[config.mk]
export PLATFORM = sky130hd
export DESIGN_NAME = cges_ctrl
export DESIGN_NICKNAME = d
export VERILOG_FILES = /design/src/design/cges_pkg.sv /design/src/design/cges_ctrl.sv
export SDC_FILE = /design/constraint.sdc
export NUM_CORES = 1
export LEC_CHECK = 0
export BUFFER_PORTS_ARGS = -buffer_cell sky130_fd_sc_hd__buf_2
export CAP_MARGIN = 20
export CELL_PAD_IN_SITES_DETAIL_PLACEMENT = 0
export CELL_PAD_IN_SITES_GLOBAL_PLACEMENT = 1
export CORE_MARGIN = 10
export CORE_UTILIZATION = 27
export CTS_BUF_LIST = sky130_fd_sc_hd__clkbuf_16
export CTS_CLUSTER_SIZE = 40
export DETAILED_ROUTE_END_ITERATION = 10
export GPL_ROUTABILITY_DRIVEN = 1
export GPL_TIMING_DRIVEN = 0
export PLACE_DENSITY = 0.88
export REMOVE_ABC_BUFFERS = 1
export SLEW_MARGIN = 10
export SYNTH_ARGS = -nofsm -noshare
export SYNTH_HDL_FRONTEND = slang
export SYNTH_SLANG_ARGS = --single-unit
[constraint.sdc]
create_clock -name clk -period 2.95 [get_ports clk]
set_clock_uncertainty 0.05 [all_clocks]
set_input_delay 0.1475 -clock clk [delete_from_list [all_inputs] [get_ports clk]]
set_output_delay 0.1475 -clock clk [all_outputs]
set_load 0.01 [all_outputs]
[src/design/cges_pkg.sv]
// cges_pkg: shared types and constants of the correlated GBM Euler step block
// item layouts, command codes, register indexes and datapath widths
// no dependencies
`default_nettype none

package cges_pkg;

  // field widths
  localparam int IDX_W      = 3;
  localparam int CMD_W      = 2;
  localparam int FACTOR_W   = 16;
  localparam int SAMPLE_W   = 16;
  localparam int PRICE_W    = 32;
  localparam int RATE_W     = 24;
  localparam int DT_W       = 24;
  localparam int ASSETS_W   = 4;

  // configuration port
  localparam int CFG_IDX_W  = 2;
  localparam int CFG_DATA_W = 24;

  localparam logic [CFG_IDX_W-1:0] REG_ASSETS_IN_USE = 2'd0;
  localparam logic [CFG_IDX_W-1:0] REG_STEP_DT       = 2'd1;
  localparam logic [CFG_IDX_W-1:0] REG_STEP_SQRT_DT  = 2'd2;

  localparam logic [ASSETS_W-1:0] ASSETS_RESET = 4'd8;

  // item commands
  localparam logic [CMD_W-1:0] CMD_LOAD_FACTOR = 2'd0;
  localparam logic [CMD_W-1:0] CMD_LOAD_ASSET  = 2'd1;
  localparam logic [CMD_W-1:0] CMD_SAMPLE      = 2'd2;
  localparam logic [CMD_W-1:0] CMD_UNUSED      = 2'd3;

  // datapath widths
  localparam int MAC_W    = 32;  // factor * sample
  localparam int ACC_W    = 35;  // sum of up to eight products
  localparam int RD_W     = 49;  // rate * dt
  localparam int SD_W     = 60;  // shock * sqrt_dt
  localparam int G_W      = 61;  // growth term, Q.50
  localparam int G_SHIFT  = 26;  // Q.50 to Q.24
  localparam int G24_W    = G_W - G_SHIFT;
  localparam int LO_W     = 17;  // low slice of the growth term for the split multiply
  localparam int HI_W     = G24_W - LO_W;
  localparam int PLO_W    = PRICE_W + LO_W;
  localparam int PHI_W    = PRICE_W + HI_W;
  localparam int PROD_W   = 67;
  localparam int D_SHIFT  = 24;  // Q.40 to Q.16
  localparam int DELTA_W  = PROD_W - D_SHIFT;
  localparam int NP_W     = 45;

  localparam logic [G_W-1:0]    G_HALF  = G_W'(64'd1 << (G_SHIFT - 1));
  localparam logic [PROD_W-1:0] D_HALF  = PROD_W'(64'd1 << (D_SHIFT - 1));
  localparam logic [PRICE_W-1:0] PRICE_MAX = '1;

  typedef struct packed {
    logic [CMD_W-1:0]           cmd;
    logic [IDX_W-1:0]           row_index;
    logic [IDX_W-1:0]           col_index;
    logic signed [FACTOR_W-1:0] factor_entry;
    logic [PRICE_W-1:0]         spot_price;
    logic signed [RATE_W-1:0]   drift_rate;
    logic signed [SAMPLE_W-1:0] normal_sample;
  } cges_in_t;

  typedef struct packed {
    logic [IDX_W-1:0]   asset_index;
    logic [PRICE_W-1:0] price;
    logic               saturated;
    logic               last;
  } cges_out_t;

  // controller to datapath commands
  typedef struct packed {
    logic             load_factor;
    logic             load_asset;
    logic             load_sample;
    logic [IDX_W-1:0] sample_idx;
    logic             mac_issue;
    logic             mac_first;
    logic             mul_g;
    logic             sum_g;
    logic             round_g;
    logic             mul_lo;
    logic             mul_hi;
    logic             sum_delta;
    logic             write_out;
    logic [IDX_W-1:0] k;
    logic [IDX_W-1:0] j;
    logic             last;
  } cges_ctl_t;

endpackage

`default_nettype wire

[src/design/cges_ctrl.sv]
// cges_ctrl: controller state machine of the correlated GBM Euler step
// decodes items, counts samples, sequences the per-asset datapath steps
// depends on cges_pkg
`default_nettype none

module cges_ctrl #(
  parameter int MAX_ASSETS = 8
) (
  input  wire logic                          clk,
  input  wire logic                          rst,
  input  wire logic                          in_valid,
  output logic                               in_stall,
  input  wire cges_pkg::cges_in_t            in_item,
  input  wire logic [cges_pkg::ASSETS_W-1:0] assets_in_use,
  input  wire logic                          out_free,
  output cges_pkg::cges_ctl_t                ctl
);
  import cges_pkg::*;

  localparam int IW = (MAX_ASSETS > 1) ? $clog2(MAX_ASSETS) : 1;
  localparam int CW = $clog2(MAX_ASSETS + 1);

  typedef enum logic [10:0] {
    ST_IDLE      = 11'b000_0000_0001,
    ST_MAC       = 11'b000_0000_0010,
    ST_DRAIN_A   = 11'b000_0000_0100,
    ST_DRAIN_B   = 11'b000_0000_1000,
    ST_MUL_G     = 11'b000_0001_0000,
    ST_SUM_G     = 11'b000_0010_0000,
    ST_ROUND_G   = 11'b000_0100_0000,
    ST_MUL_LO    = 11'b000_1000_0000,
    ST_MUL_HI    = 11'b001_0000_0000,
    ST_SUM_DELTA = 11'b010_0000_0000,
    ST_WRITE     = 11'b100_0000_0000
  } state_t;

  state_t        state, state_next;
  logic [CW-1:0] count, count_next;
  logic [CW-1:0] n_batch, n_batch_next;
  logic [IW-1:0] k, k_next;
  logic [IW-1:0] j, j_next;
  logic [CW-1:0] n_cur;
  logic [CW-1:0] count_stored;
  logic          row_ok;
  logic          accept;

  // active asset count, clamped to one .. MAX_ASSETS
  always_comb begin
    if (assets_in_use == '0) begin
      n_cur = CW'(1);
    end else if (assets_in_use > ASSETS_W'(MAX_ASSETS)) begin
      n_cur = CW'(MAX_ASSETS);
    end else begin
      n_cur = CW'(assets_in_use);
    end
  end

  assign in_stall = (state != ST_IDLE);
  assign accept   = in_valid && (state == ST_IDLE);
  assign row_ok   = ({1'b0, in_item.row_index} < ASSETS_W'(MAX_ASSETS));

  // next state and datapath commands
  always_comb begin
    state_next   = state;
    count_next   = count;
    n_batch_next = n_batch;
    k_next       = k;
    j_next       = j;
    count_stored = count;
    ctl            = '0;
    ctl.k          = IDX_W'(k);
    ctl.j          = IDX_W'(j);
    ctl.sample_idx = IDX_W'(count);
    ctl.last       = ((CW'(k) + CW'(1)) == n_batch);

    unique case (state)
      ST_IDLE: begin
        if (accept) begin
          unique case (in_item.cmd)
            CMD_LOAD_FACTOR: begin
              ctl.load_factor = row_ok && (in_item.col_index <= in_item.row_index);
            end
            CMD_LOAD_ASSET: begin
              ctl.load_asset = row_ok;
            end
            CMD_SAMPLE: begin
              if (count < CW'(MAX_ASSETS)) begin
                ctl.load_sample = 1'b1;
                count_stored    = count + CW'(1);
              end
              count_next = count_stored;
              // batch complete: start with asset zero
              if (count_stored >= n_cur) begin
                count_next   = '0;
                n_batch_next = n_cur;
                k_next       = '0;
                j_next       = '0;
                state_next   = ST_MAC;
              end
            end
            default: ;
          endcase
        end
      end
      ST_MAC: begin
        ctl.mac_issue = 1'b1;
        ctl.mac_first = (j == '0);
        if (j == k) begin
          state_next = ST_DRAIN_A;
        end else begin
          j_next = j + IW'(1);
        end
      end
      ST_DRAIN_A: begin
        state_next = ST_DRAIN_B;
      end
      ST_DRAIN_B: begin
        state_next = ST_MUL_G;
      end
      ST_MUL_G: begin
        ctl.mul_g  = 1'b1;
        state_next = ST_SUM_G;
      end
      ST_SUM_G: begin
        ctl.sum_g  = 1'b1;
        state_next = ST_ROUND_G;
      end
      ST_ROUND_G: begin
        ctl.round_g = 1'b1;
        state_next  = ST_MUL_LO;
      end
      ST_MUL_LO: begin
        ctl.mul_lo = 1'b1;
        state_next = ST_MUL_HI;
      end
      ST_MUL_HI: begin
        ctl.mul_hi = 1'b1;
        state_next = ST_SUM_DELTA;
      end
      ST_SUM_DELTA: begin
        ctl.sum_delta = 1'b1;
        state_next    = ST_WRITE;
      end
      ST_WRITE: begin
        if (out_free) begin
          ctl.write_out = 1'b1;
          if (ctl.last) begin
            state_next = ST_IDLE;
          end else begin
            k_next     = k + IW'(1);
            j_next     = '0;
            state_next = ST_MAC;
          end
        end
      end
      default: begin
        state_next = ST_IDLE;
      end
    endcase
  end

  // control registers
  always_ff @(posedge clk) begin
    if (rst) begin
      state   <= ST_IDLE;
      count   <= '0;
      n_batch <= CW'(1);
      k       <= '0;
      j       <= '0;
    end else begin
      state   <= state_next;
      count   <= count_next;
      n_batch <= n_batch_next;
      k       <= k_next;
      j       <= j_next;
    end
  end

endmodule

`default_nettype wire

* Yosys cells after proc, flatten, opt, wreduce, memory -nomap -nowiden
Index checks and enable logic that the tools add are counted.
** Word-level totals
- Flip-flop bits (word level) :: 25
- Input bits :: 104
- Output and inout port bits :: 23
- Logic and storage cells :: 86
** Cells by class
- Add/sub/neg operators :: 4
- Order comparisons :: 4
- Eq/ne operators :: 23
- Multiplexer cells :: 39
- Reductions and logical operators :: 11
** Operator list (count)
- 11-bit case mux with 11 select lines :: 1
- 11-bit 2-to-1 mux :: 5
- 3-bit 2-to-1 mux :: 10
- 4-bit 2-to-1 mux :: 7
- 1-bit 2-to-1 mux :: 12
- 11-bit by 1-bit == test with 1-bit output, second input constant :: 1
- 11-bit by 10-bit == test with 1-bit output, second input constant :: 1
- 11-bit == test, second input constant :: 1
- 11-bit by 2-bit == test with 1-bit output, second input constant :: 1
- 11-bit by 3-bit == test with 1-bit output, second input constant :: 1
- 11-bit by 4-bit == test with 1-bit output, second input constant :: 1
- 11-bit by 5-bit == test with 1-bit output, second input constant :: 1
- 11-bit by 6-bit == test with 1-bit output, second input constant :: 1
- 11-bit by 7-bit == test with 1-bit output, second input constant :: 1
- 11-bit by 8-bit == test with 1-bit output, second input constant :: 1
- 11-bit by 9-bit == test with 1-bit output, second input constant :: 1
- 11-bit by 1-bit inequality test with 1-bit output, second input constant :: 1
- 2-bit inequality test, second input constant :: 5
- 3-bit case mux with 3 select lines :: 1
- 7-bit AND reduction :: 1
- 3-bit by 1-bit adder with 3-bit output, second input constant :: 2
- 3-bit case mux with 2 select lines :: 1
- 6-bit AND reduction :: 1
- 5-bit AND reduction :: 1
- 20 further kinds :: 22

* Longest topological paths before layout
Gate-level depths: netlist of the first run.
- Depth in word-level cells :: 10
- Gate-level depth with buffers :: 10
- Gate-level depth less buffers :: 10

* Worst setup path before layout of the first run
Ideal clock, no wire load.
- Path kind :: flip-flop to flip-flop
- Start :: register count[0]
- End :: register k[2]
- Library setup time :: 0.074 ns
- Arrival :: 2.206 ns
- Data required time :: 2.826 ns
- Setup slack :: 0.620 ns
- Stages on the path, launching flop included :: 9
- Path buffers :: 0
- Period minus slack after synthesis :: 2.330 ns
- Path through :: dfxtp_1 ha_1 mux2_2 ha_1 a2111o_1 nand3_1 a21o_4 or4_1 a31oi_1
** Between the ends
- Word-level cells in the longest chain between the ends :: 8
- Elaborated cells on any way between the ends :: 9
- Classes of those cells :: add/sub: 1; order compare: 2; eq/ne: 1; mux: 4; reduce/logical: 1
** Ends and longest elaborated chain
- start, declared :: RTL line cges_ctrl.sv:38 : logic [CW-1:0] count, count_next;
- start signal, assigned :: RTL line cges_ctrl.sv:172 : count <= count_next;
- 4-bit by 1-bit adder with 4-bit output or 4-bit less-than comparator (tied branches) :: RTL line cges_ctrl.sv:89, cges_ctrl.sv:87
- 4-bit 2-to-1 mux * :: RTL line cges_ctrl.sv:87 : if (count < CW'(MAX_ASSETS)) begin
- 4-bit 2-to-1 mux * :: RTL line cges_ctrl.sv:79 : unique case (in_item.cmd)
- 4-bit 2-to-1 mux * :: RTL line cges_ctrl.sv:78 : if (accept) begin
- 4-bit 2-to-1 mux * :: RTL line cges_ctrl.sv:76 : unique case (state)
- 4-bit >= comparator * :: RTL line cges_ctrl.sv:93 : if (count_stored >= n_cur) begin
- 2-bit by 1-bit inequality test with 1-bit output (no line) *
- 6-bit AND reduction (no line) *
- end signal, assigned :: RTL line cges_ctrl.sv:174 : k <= k_next;
- end, declared :: RTL line cges_ctrl.sv:40 : logic [IW-1:0] k, k_next;
Mark *: on every way between the ends. The rest lies on a longest branch, timed or not. The select of a mux whose other input is x is not followed.
A chain may end at the register's enable or synchronous reset.

* Worst setup path in the final report of the first run
Same ends and word-level chain as after synthesis.

==> impl_results.md, run 1 <==
* Pwr dens at 430.7 mW/mm²
* Synth cell types at 48
* Leading area contributor after synthesis: dfxtp_1
* Number of register bits inferred by synthesis at 25
* Period utilization at 0.8766
* Final Setup Violations at 0
* Die footprint at between 0.009 and 0.01 mm²
* Worst Hold Depth at 3
* Drt total wl at between 4 and 5 mm
* Main synth FF type: dfxtp_1
* Clk root buf: clkbuf_16
* Async SR Flop Fraction at 0
* Net switching power of the design at 0.2535 mW
* Cells after Synth at 208
* Clock power frac at 0.357
* Die W at around 99 µm
* IO buf count at 38
* Internal Power at 0.6055 mW
* Via count at 1,572
* Largest net degree at the start of global routing at 23
* Sw Share at 0.2951
* Leakage at 0.8981 nW
* Register Area at 500.5 µm²
* Seq/Total Area, Yosys at 0.2987
* Row count at 28
* Initial DRC count at 138
* Detailed Place HPWL at 3.304 mm
* Yosys top cell area share at 0.2987
* TNS Setup at 0 ns
* Hold endpoint: n_batch[3]
* Worst-skew pair later-pin latency at about 0.26 ns
* Post-route ant nets at 0
* Relative slew slack at 0.3889
* Worst setup margin at 0.3640 ns
* GR Overflow Total at 0
* Clk sinks at 25
* TritonCTS clock tree: built
* Max Cap Viol at 0
* Hold Buf Count CTS at 0
* # fillers at 642
* Initial antenna violation count at 0
* Final-report max-slew violation count at 0
* Placed Instances at 312
* Inserted Clock Buffers at 3
* Maximum VDD drop at 0.0002155 V
* Die H at 98.77 µm
* Fin nets at 357
* Startpoint Class: flip-flop
* Crit-path slowest cell: dfxtp_1
* Final Hold Fails at 0
* Worst slew pin tran at 0.9051 ns
* R2r endpoint: k[2]
* Crit path time final at 2.586 ns
* Number of synthesized flops with an enable pin at 0
* RD Place Congestion at ~0.76
* Combinational power share at 0.229
* Area post-placement at 0.001909 mm²
* Initial Util at 0.2813
* Cell chain of the critical path: ha_1, mux2_2, ha_1, a2111o_1, nand3_1, a21o_4, or4_1, a31oi_1
* Reg2reg path depth at 8
* CP max stage delay at ~0.43 ns
* WP buf/inv at 0
* FF-to-FF setup slack at 0.36 ns
* Core ar. at 0.005956 mm²
* Total track usage at 0.08320
* Reg2Reg Launch Point: count[0]
* Syn-to-layout area delta at 19.04%
* Status: finished, final reports clean
* RSZ-0062 raised after global routing: false
* Syn avg cell area at 8.055 µm²
* CP Data Arrival Time at 2.71 ns
* Most frequent cells in the layout: 38 x buf_2, 25 x dfxtp_1, 22 x nor2_1
* CTS H-tree lvls at 1
* Sequential power share at 0.415
* Reg clk slew, reported paths at around 0.060 ns
* Pre-CTS setup slack at 0.2290 ns
* Bufs on Longest Clock Path at 2
* Crit path required time at a little over 3 ns
* Worst path most repeated cell: ha_1
* Vias in the first global route at 1,530
* ANT cells at 0
* Hold WC Path Type: primary input to flip-flop
* Share of layout cells above drive strength 1 at 0.1992
* CP max FO at 10
* Commonest non-fill, non-tap cell in the layout: buf_2
* Fin cells at 316
* IO Count at roughly 130
* Syn. warnings at 0
* Fmax at 0.3867 GHz
* Critical Path End Type: flip-flop
* WS Path Type: flip-flop to flip-flop
* Area contributors post-synth: dfxtp_1 30%, ha_1 8.2%, nor2_1 4.9%
* Per-cell routed wire length at 13.36 µm
* 1st-pass router iterations at 4
* Hold_sp: assets_in_use[3]
* Global-route wire length before repair at slightly below 7 mm
* Multi-input combinational cell area at 0.001077 mm²
* Drt drc at 0
* Vias per cell at just under 5
* Crit path max-delay family: compound AO/OA/AOI/OAI gates
* Mapped cell area at 0.001675 mm²
* Design Area, Final at 0.001994 mm²
==> worst max path at each step <==
stage             start    to  slack [ns]  cells past startpoint
2_1_floorplan  count[0]  k[2]        0.56                      8
5_1_grt        count[0]  j[0]         0.1                      8
3_3_place_gp   state[2]  j[0]        0.27                      5
4_1_cts        state[2]  j[0]        0.22                      5
3_5_place_dp   state[3]  j[0]        0.23                      5
6_report       count[0]  k[2]        0.36                      8
==> cell type report <==
class                           count  area share
Tap cell                           75     0.04705
Timing Repair Buffer               38     0.09536
Sequential cell                    25      0.2509
Clock inverter                      1    0.002509
Inverter                           14     0.02635
Clock buffer                        3     0.03764
Multi-Input combinational cell    160      0.5401
==> worst reg2reg max path: stages, from the launching register on <==
cell and delay [ns]:
dfxtp_1 0.43, ha_1 0.27, mux2_2 0.28, ha_1 0.28, a2111o_1 0.16, nand3_1 0.16
a21o_4 0.30, or4_1 0.40, a31oi_1 0.20
==> stage by stage <==
step	util	hold slack [ns]	total power, mW
5_1_grt	0.3349	0.1719	0.9028
3_3_place_gp	0.3206	0.3772	0.5567
6_report	0.3349	0.1290	0.8590
3_5_place_dp	0.3206	0.3939	0.5607
2_1_floorplan	-	0.1666	0.4950
4_1_cts	0.3340	0.1297	0.8683
==> cell usage after synthesis, types with 3 or more instances <==
library cell  number
buf_4              4
xnor2_1            5
nor3_1             7
nand2_1            9
nand2b_1           8
or3_1              4
clkbuf_1           4
nor2b_1            3
o21ai_0           11
dfxtp_1           25
and2_1             4
nor4_1             3
nand3_1           11
and3_1             3
xor2_1             4
or4_1              3
ha_1              11
nand4_1            4
o211ai_1           3
a21oi_1            9
a31oi_1            4
nor2_1            22
nor3b_1            5
inv_1             14
==> sequential cells by signal, indices dropped and copies added (netlist names) <==
signal,flops
n_batch,4
state,11
count,4
k,3
j,3
==> what timing repair did <==
action / 4_1_cts / 5_1_grt
setup buffers: 0 / 0
endpoints found under the setup margin: 0 / 3
resized for setup: 0 / 1
==> per-layer routing <==
layer	up-vias	wire [µm]	GRT usage
met5	-	0	0
met1	714	1993	0.1041
met4	0	48	0.02867
li1	808	-	-
met3	4	365	0.03352
met2	46	1814	0.1258
==> logic make-up (layout without fill, tap and decap cells) <==
group | after synthesis | in the layout | synth area share
AOI/OAI and AO/OA | 43 | 43 | 0.1748
xor gates and xnor gates | 10 | 10 | 0.06049
adders and majority gates | 11 | 11 | 0.08215
buffers and inverters | 23 | 56 | 0.06123
DFF | 25 | 25 | 0.2987
muxes | 3 | 3 | 0.01867
and+or+nand+nor | 93 | 93 | 0.3040
==> power groups by stage <==
stage          clock (mW)  sequential [mW]  combinational, mW
2_1_floorplan           0            0.362              0.133
3_3_place_gp            0            0.363              0.194
3_5_place_dp            0            0.364              0.197
4_1_cts             0.314            0.356              0.198
5_1_grt             0.325            0.357              0.220
6_report            0.306            0.356              0.196
Note: power is estimated with default switching activity, not from simulation.
==> run 2, diff against run 1 <==
--- a/config.mk
+++ b/config.mk
@@ -5,12 +5,13 @@
 export SDC_FILE = /design/constraint.sdc
 export NUM_CORES = 1
 export LEC_CHECK = 0
+export ABC_AREA = 1
 export BUFFER_PORTS_ARGS = -buffer_cell sky130_fd_sc_hd__buf_2
 export CAP_MARGIN = 20
 export CELL_PAD_IN_SITES_DETAIL_PLACEMENT = 0
 export CELL_PAD_IN_SITES_GLOBAL_PLACEMENT = 1
 export CORE_MARGIN = 10
-export CORE_UTILIZATION = 27
+export CORE_UTILIZATION = 28
 export CTS_BUF_LIST = sky130_fd_sc_hd__clkbuf_16
 export CTS_CLUSTER_SIZE = 40
 export DETAILED_ROUTE_END_ITERATION = 10
==> impl_results.md, run 2 <==
* Post-route ant nets at 0 (unchanged)
* Synth cell types at 34 (was 48)
* Number of register bits inferred by synthesis at 25 (unchanged)
* Final-report max-slew violation count at 0 (unchanged)
* FF-to-FF setup slack at 0.62 ns (was 0.36 ns)
* CP max FO at 5 (was 10)
* R2r endpoint: j[2] (was k[2])
* Largest net degree at the start of global routing at 14 (was 23)
* Worst Hold Depth at 4 (was 3)
* Per-cell routed wire length at 10.84 µm (was 13.36 µm)
* Initial DRC count at 77 (was 138)
* RSZ-0062 raised after global routing: false (unchanged)
* Vias in the first global route at 1,787 (was 1,530)
* Row count at 30 (was 28)
* Reg2Reg Launch Point: count[0] (unchanged)
* CP Data Arrival Time at 2.44 ns (was 2.71 ns)
* Relative slew slack at 0.7618 (was 0.3889)
* Final Hold Fails at 0 (unchanged)
* 1st-pass router iterations at 4 (unchanged)
* WP buf/inv at 0 (unchanged)
* Die W at 104.4 µm (was 98.77 µm)
* Die H at 104.4 µm (was 98.77 µm)
* Biggest regs: state x11, count x4, n_batch x4 (unchanged)
* Area contributors post-synth: dfxtp_1 25%, nand2_1 13%, inv_1 10% (was dfxtp_1 30%, ha_1 8.2%, nor2_1 4.9%)
* Mux contribution to synthesized area at 0 (was 0.01867)
* Async SR Flop Fraction at 0 (unchanged)
* Fin nets at 457 (was 357)
* TNS Setup at 0 ns (unchanged)
* Most frequent cells in the layout: 69 x nand2_1, 55 x inv_1, 44 x nor2_1 (was 38 x buf_2, 25 x dfxtp_1, 22 x nor2_1)
* Post-Synth Simple-Gate Area at 0.4551 (was 0.3040)
* Most common cell in the netlist: nand2_1 (was dfxtp_1)
* Crit path max-delay family: simple AND/OR/NAND/NOR gates (was compound AO/OA/AOI/OAI gates)
* IO buf count at 38 (unchanged)
* Postcts setup bufs at 0 (unchanged)
* Initial antenna violation count at 0 (unchanged)
* Drt total wl at 4.736 mm (was 4.222 mm)
* Hold_sp: assets_in_use[3] (unchanged)
* Largest family of logic cells by synthesized area: simple AND/OR/NAND/NOR gates (unchanged)
* Most frequent cells after synthesis: 69 x nand2_1, 54 x inv_1, 44 x nor2_1 (was 25 x dfxtp_1, 22 x nor2_1, 14 x inv_1)
* Pwr dens at 372.4 mW/mm² (was 430.7 mW/mm²)
* Detailed Place HPWL at 3.962 mm (was 3.304 mm)
* Final Setup Violations at 0 (unchanged)
* Vias per cell at 4.304 (was 4.975)
* Main synth FF type: dfxtp_1 (unchanged)
* Clk root buf: clkbuf_16 (unchanged)
* Fmax at 0.4288 GHz (was 0.3867 GHz)
* Leakage at 1.274 nW (was 0.8981 nW)
* Maximum VDD drop at 0.0001912 V (was 0.0002155 V)
* Reg clk slew, reported paths at 0.07 ns (was 0.06 ns)
* XOR/XNOR Fraction of Synth Area at 0.02197 (was 0.06049)
* Mapped cell area at 0.001993 mm² (was 0.001675 mm²)
* Via count at 1,881 (was 1,572)
* Clk sinks at 25 (unchanged)
* Inserted Clock Buffers at 3 (unchanged)
* Core ar. at 0.006869 mm² (was 0.005956 mm²)
* Startpoint Class: flip-flop (unchanged)
* Total power at 0.8755 mW (was 0.8590 mW)
* Commonest non-fill, non-tap cell in the layout: nand2_1 (was buf_2)
* Cell chain of the critical path: ha_1, nand2_1, o21ai_0, ha_1, nand2_1, nand2_1, nand2_1, nand3_1, nor2_1, nor2_1, nand2_4, nor2_4, nand2_1, nand2_1, nor2_1 (was ha_1, mux2_2, ha_1, a2111o_1, nand3_1, a21o_4, or4_1, a31oi_1)
* Initial Util at 0.2902 (was 0.2813)
* Drt drc at 0 (unchanged)
* TritonCTS clock tree: built (unchanged)
* Crit path time final at 2.332 ns (was 2.586 ns)
* Status: finished, final reports clean (unchanged)
* Syn-to-layout area delta at 17.95% (was 19.04%)
* Max FFs per register at 11 (unchanged)
* Worst path most repeated cell: nand2_1 (was ha_1)
* Max Cap Viol at 0 (unchanged)
* Number of synthesized flops with an enable pin at 0 (unchanged)
* CP max stage delay at 0.41 ns (was 0.43 ns)
* Resize count post-CTS at 0 (unchanged)
* Crit path required time at 3.06 ns (was 3.08 ns)
* Adder-cell share of the synthesized area at 0.06905 (was 0.08215)
* Worst slew pin tran at 0.3483 ns (was 0.9051 ns)
* Seq/Total Area, Yosys at 0.2511 (was 0.2987)
* Yosys top cell area share at 0.2511 (was 0.2987)
* Share of layout cells above drive strength 1 at 0.2258 (was 0.1992)
* GR Overflow Total at 0 (unchanged)
* Total track usage at 0.08733 (was 0.08320)
* Hold Buf Count CTS at 0 (unchanged)
* Bufs on Longest Clock Path at 2 (unchanged)
* Period utilization at 0.7905 (was 0.8766)
* Leading area contributor after synthesis: dfxtp_1 (unchanged)
* Crit-path slowest cell: dfxtp_1 (unchanged)
* Reg2reg path depth at 15 (was 8)
* Cells after Synth at 304 (was 208)
* Global-route wire length before repair at 8.128 mm (was 6.955 mm)
* WS Path Type: flip-flop to flip-flop (unchanged)
* Die footprint at 0.01089 mm² (was 0.009756 mm²)
* Hold endpoint: n_batch[1] (was n_batch[3])
* Syn avg cell area at 6.556 µm² (was 8.055 µm²)
* IO Count at 127 (unchanged)
* Top reg by flops: state (unchanged)
* Synth Area in Compound Gates at 0.07596 (was 0.1748)
* RD Place Congestion at 0.7492 (was 0.7598)
* Critical Path End Type: flip-flop (unchanged)
* Worst-skew pair later-pin latency at 0.26 ns (about the same)
* Syn. warnings at 0 (unchanged)
* Hold WC Path Type: primary input to flip-flop (unchanged)
* ANT cells at 0 (unchanged)
* CTS H-tree lvls at 1 (unchanged)
run 2: tightest hold or removal path: stages:
cell and delay, ns:
buf_2 0.09, nor2_1 0.04, inv_1 0.06, a21oi_1 0.06
run 2: power by group:
| group | total, mW | leakage, nW | switching (mW) | internal [mW] |
|---|---|---|---|---|
| sequential | 0.360 | 0.202 | 0.0116 | 0.348 |
| combinational | 0.214 | 1.03 | 0.138 | 0.0760 |
| clock | 0.302 | 0.0423 | 0.121 | 0.181 |
| total | 0.875 | 1.27 | 0.270 | 0.605 |
run 2: kinds of logic after synthesis:
logic type	after synthesis
compound gates	25
xor+xnor	5
fa+ha+maj	11
buf+inv	64
flops	25
simple gates	174
run 2: through the flow:
step / setup WS (ns) / cells / cell area, µm² / hold WS [ns] / utilization
floorplan: 0.8877 / 299 / 1962 / 0.1666 / -
global placement: 0.6942 / 433 / 2272 / 0.4092 / 0.3308
detailed placement: 0.6246 / 433 / 2272 / 0.4258 / 0.3308
CTS: 0.6070 / 437 / 2351 / 0.1510 / 0.3423
global route: 0.4321 / 437 / 2351 / 0.1787 / 0.3423
finish: 0.6181 / 437 / 2351 / 0.1499 / 0.3423
run 2: cell type report:
class	instances	area (µm²)
clock buffer	3	75.07
clock inverter	1	3.754
fill	733	4518
inverter	59	221.5
multi-input combinational	215	1240
sequential	25	500.5
tap	96	120.1
timing repair buffer	38	190.2
run 2: per-layer routing:
| metal | vias to the layer above | wire, µm | track usage |
|---|---|---|---|
| met3 | 7 | 199 | 0.01983 |
| met5 | - | 0 | 0 |
| met2 | 38 | 2144 | 0.1432 |
| met4 | 0 | 69 | 0.02982 |
| met1 | 816 | 2324 | 0.1088 |
| li1 | 1020 | - | - |
run 2: worst max-delay path by stage:
| stage | from | endpoint | depth (start not counted) |
|---|---|---|---|
| floorplan | count[0] | j[0] | 15 |
| global placement | count[0] | j[0] | 15 |
| detailed placement | count[0] | j[2] | 15 |
| CTS | count[0] | j[2] | 15 |
| global route | count[0] | j[2] | 15 |
| finish | count[0] | j[2] | 15 |
==> run 3, diff against run 2 <==
==> constraint.sdc (replaced) <==
create_clock -name clk -period 2.37 [get_ports clk]
set_clock_uncertainty 0.05 [all_clocks]
set_input_delay 0.1185 -clock clk [delete_from_list [all_inputs] [get_ports clk]]
set_output_delay 0.1185 -clock clk [all_outputs]
set_load 0.01 [all_outputs]
==> impl_results.md, run 3 (same netlist as run 2, synthesis figures left out) <==
* Fin nets at 457 (unchanged)
* Clk root buf: clkbuf_16 (unchanged)
* Final Hold Fails at 0 (unchanged)
* TritonCTS clock tree: built (unchanged)
* Global-route wire length before repair at 8.128 mm (unchanged)
* RD Place Congestion at 0.7492 (unchanged)
* Core ar. at 0.006869 mm² (unchanged)
* IO buf count at 38 (unchanged)
* WS Path Type: flip-flop to flip-flop (unchanged)
* Biggest regs: state x11, count x4, n_batch x4 (unchanged)
* 1st-pass router iterations at 4 (unchanged)
* CTS H-tree lvls at 1 (unchanged)
* Die H at 104.4 µm (unchanged)
* Top reg by flops: state (unchanged)
* Drt total wl at 4.732 mm (was 4.736 mm)
* Bufs on Longest Clock Path at 2 (unchanged)
* RSZ-0062 raised after global routing: false (unchanged)
* Vias per cell at 4.281 (was 4.304)
* Maximum VDD drop at 0.0002382 V (was 0.0001912 V)
* Critical Path End Type: flip-flop (unchanged)
* Startpoint Class: flip-flop (unchanged)
* Register Area at 501.7 µm² (was 500.5 µm²)
* Total track usage at 0.08733 (unchanged)
* Cell chain of the critical path: ha_1, nand2_1, o21ai_0, ha_1, nand2_1, nand2_1, nand2_1, nand3_2, nor2_2, nor2_2, nand2_4, nor2_4, nand2_1, nand2_1, nor2_1 (was ha_1, nand2_1, o21ai_0, ha_1, nand2_1, nand2_1, nand2_1, nand3_1, nor2_1, nor2_1, nand2_4, nor2_4, nand2_1, nand2_1, nor2_1)
* Final Setup Violations at 0 (unchanged)
* Initial Util at 0.2902 (unchanged)
* Placed Instances at 433 (unchanged)
* Die W at 104.4 µm (unchanged)
* TNS Setup at 0 ns (unchanged)
* Detailed Place HPWL at 3.962 mm (unchanged)
* ANT cells at 0 (unchanged)
* CP Data Arrival Time at 2.27 ns (was 2.44 ns)
* Max Cap Viol at 0 (unchanged)
* Status: finished, final reports clean (unchanged)
* Largest net degree at the start of global routing at 14 (unchanged)
* Syn-to-layout area delta at 18.52% (was 17.95%)
* Initial antenna violation count at 0 (unchanged)
* Final core utilization at 0.3439 (was 0.3423)
* # fillers at 731 (was 733)
* Hold WC Path Type: primary input to flip-flop (unchanged)
* Crit path required time at 2.48 ns (was 3.06 ns)
* Inserted Clock Buffers at 3 (unchanged)
* Most frequent cells in the layout: 69 x nand2_1, 55 x inv_1, 42 x nor2_1 (was 69 x nand2_1, 55 x inv_1, 44 x nor2_1)
* Die footprint at 0.01089 mm² (unchanged)
* Max FFs per register at 11 (unchanged)
* CP max stage delay at 0.35 ns (was 0.41 ns)
* Hold Buf Count CTS at 0 (unchanged)
* Row count at 30 (unchanged)
* Leakage at 1.280 nW (was 1.274 nW)
* Vias in the first global route at 1,787 (unchanged)
* Via count at 1,871 (was 1,881)
* Multi-input combinational cell area at 0.001250 mm² (was 0.001240 mm²)
* Area post-placement at 0.002272 mm² (unchanged)
* CP max FO at 5 (unchanged)
* Worst slew pin tran at 0.3483 ns (unchanged)
* Worst-skew pair later-pin latency at 0.26 ns (about the same)
* Period utilization at 0.9123 (was 0.7905)
* Worst path most repeated cell: nand2_1 (unchanged)
* Drt drc at 0 (unchanged)
* Post-route ant nets at 0 (unchanged)
* Relative slew slack at 0.7618 (unchanged)
* Reg clk slew, reported paths at 0.07 ns (about the same)
* Fmax at 0.4625 GHz (was 0.4288 GHz)
* Crit-path slowest cell: dfxtp_2 (was dfxtp_1)
* Final-report max-slew violation count at 0 (unchanged)
* Per-cell routed wire length at 10.83 µm (was 10.84 µm)
* Fin cells at 437 (unchanged)
* Commonest non-fill, non-tap cell in the layout: nand2_1 (unchanged)
* Clk sinks at 25 (unchanged)
* GR Overflow Total at 0 (unchanged)
* Initial DRC count at 76 (was 77)
* IO Count at 127 (unchanged)
* Share of layout cells above drive strength 1 at 0.2375 (was 0.2258)
* Design Area, Final at 0.002362 mm² (was 0.002351 mm²)
* Pwr dens at 462.9 mW/mm² (was 372.4 mW/mm²)
* Crit path time final at 2.162 ns (was 2.332 ns)
run 3: repair_timing:
item / CTS / global route
buffers inserted: 0 / 0
endpoints found under the hold margin: 0 / 0
gates resized for setup: 0 / 4
endpoints found under the setup margin: 0 / 12
run 3: final timing paths:
kind | start | endpoint | slack (ns) | cells after the start
min reg2reg | n_batch[0] | n_batch[0] | 0.44 | 2
max reg2reg | count[0] | j[2] | 0.21 | 15
min | assets_in_use[3] | n_batch[1] | 0.12 | 4
max | count[0] | j[2] | 0.21 | 15
run 3: layout make-up:
| cell class | instances | area share |
|---|---|---|
| multi-input cells | 215 | 0.5291 |
| flip-flops and latches | 25 | 0.2124 |
| inverters | 59 | 0.09375 |
| repair buffers | 38 | 0.08051 |
| well taps | 96 | 0.05085 |
| clock buffers | 3 | 0.03178 |
| clock inverters | 1 | 0.001589 |
run 3: critical path: cells and delay by family (launching register included):
family | cells | cell delay, ns
adders and majority gates | 2 | 0.61
and+or+nand+nor | 12 | 0.90
AOI/OAI and AO/OA | 1 | 0.13
DFF | 1 | 0.35
run 3: through the flow:
step | total power, mW | hold WS (ns) | setup WS (ns)
after global placement | 0.7172 | 0.3802 | 0.1142
after global routing | 1.166 | 0.1497 | 0.05924
after CTS | 1.104 | 0.1220 | 0.02702
after floorplan | 0.6478 | 0.1376 | 0.3077
after detailed placement | 0.7250 | 0.3968 | 0.04465
final | 1.094 | 0.1238 | 0.2079
run 3: power by group:
group / internal (mW) / total [mW] / switching [mW]
Combinational: 0.0968 / 0.271 / 0.174
Clock: 0.226 / 0.375 / 0.149
Sequential: 0.434 / 0.448 / 0.0145
Total: 0.756 / 1.09 / 0.338
run 3: metal layers:
layer,wire length (µm),up-vias,share of wire,track usage
li1,-,1017,-,-
met1,2296,810,0.49,0.1088
met2,2151,40,0.45,0.1432
met3,230,4,0.049,0.01983
met4,53,0,0.011,0.02982
met5,0,-,0,0
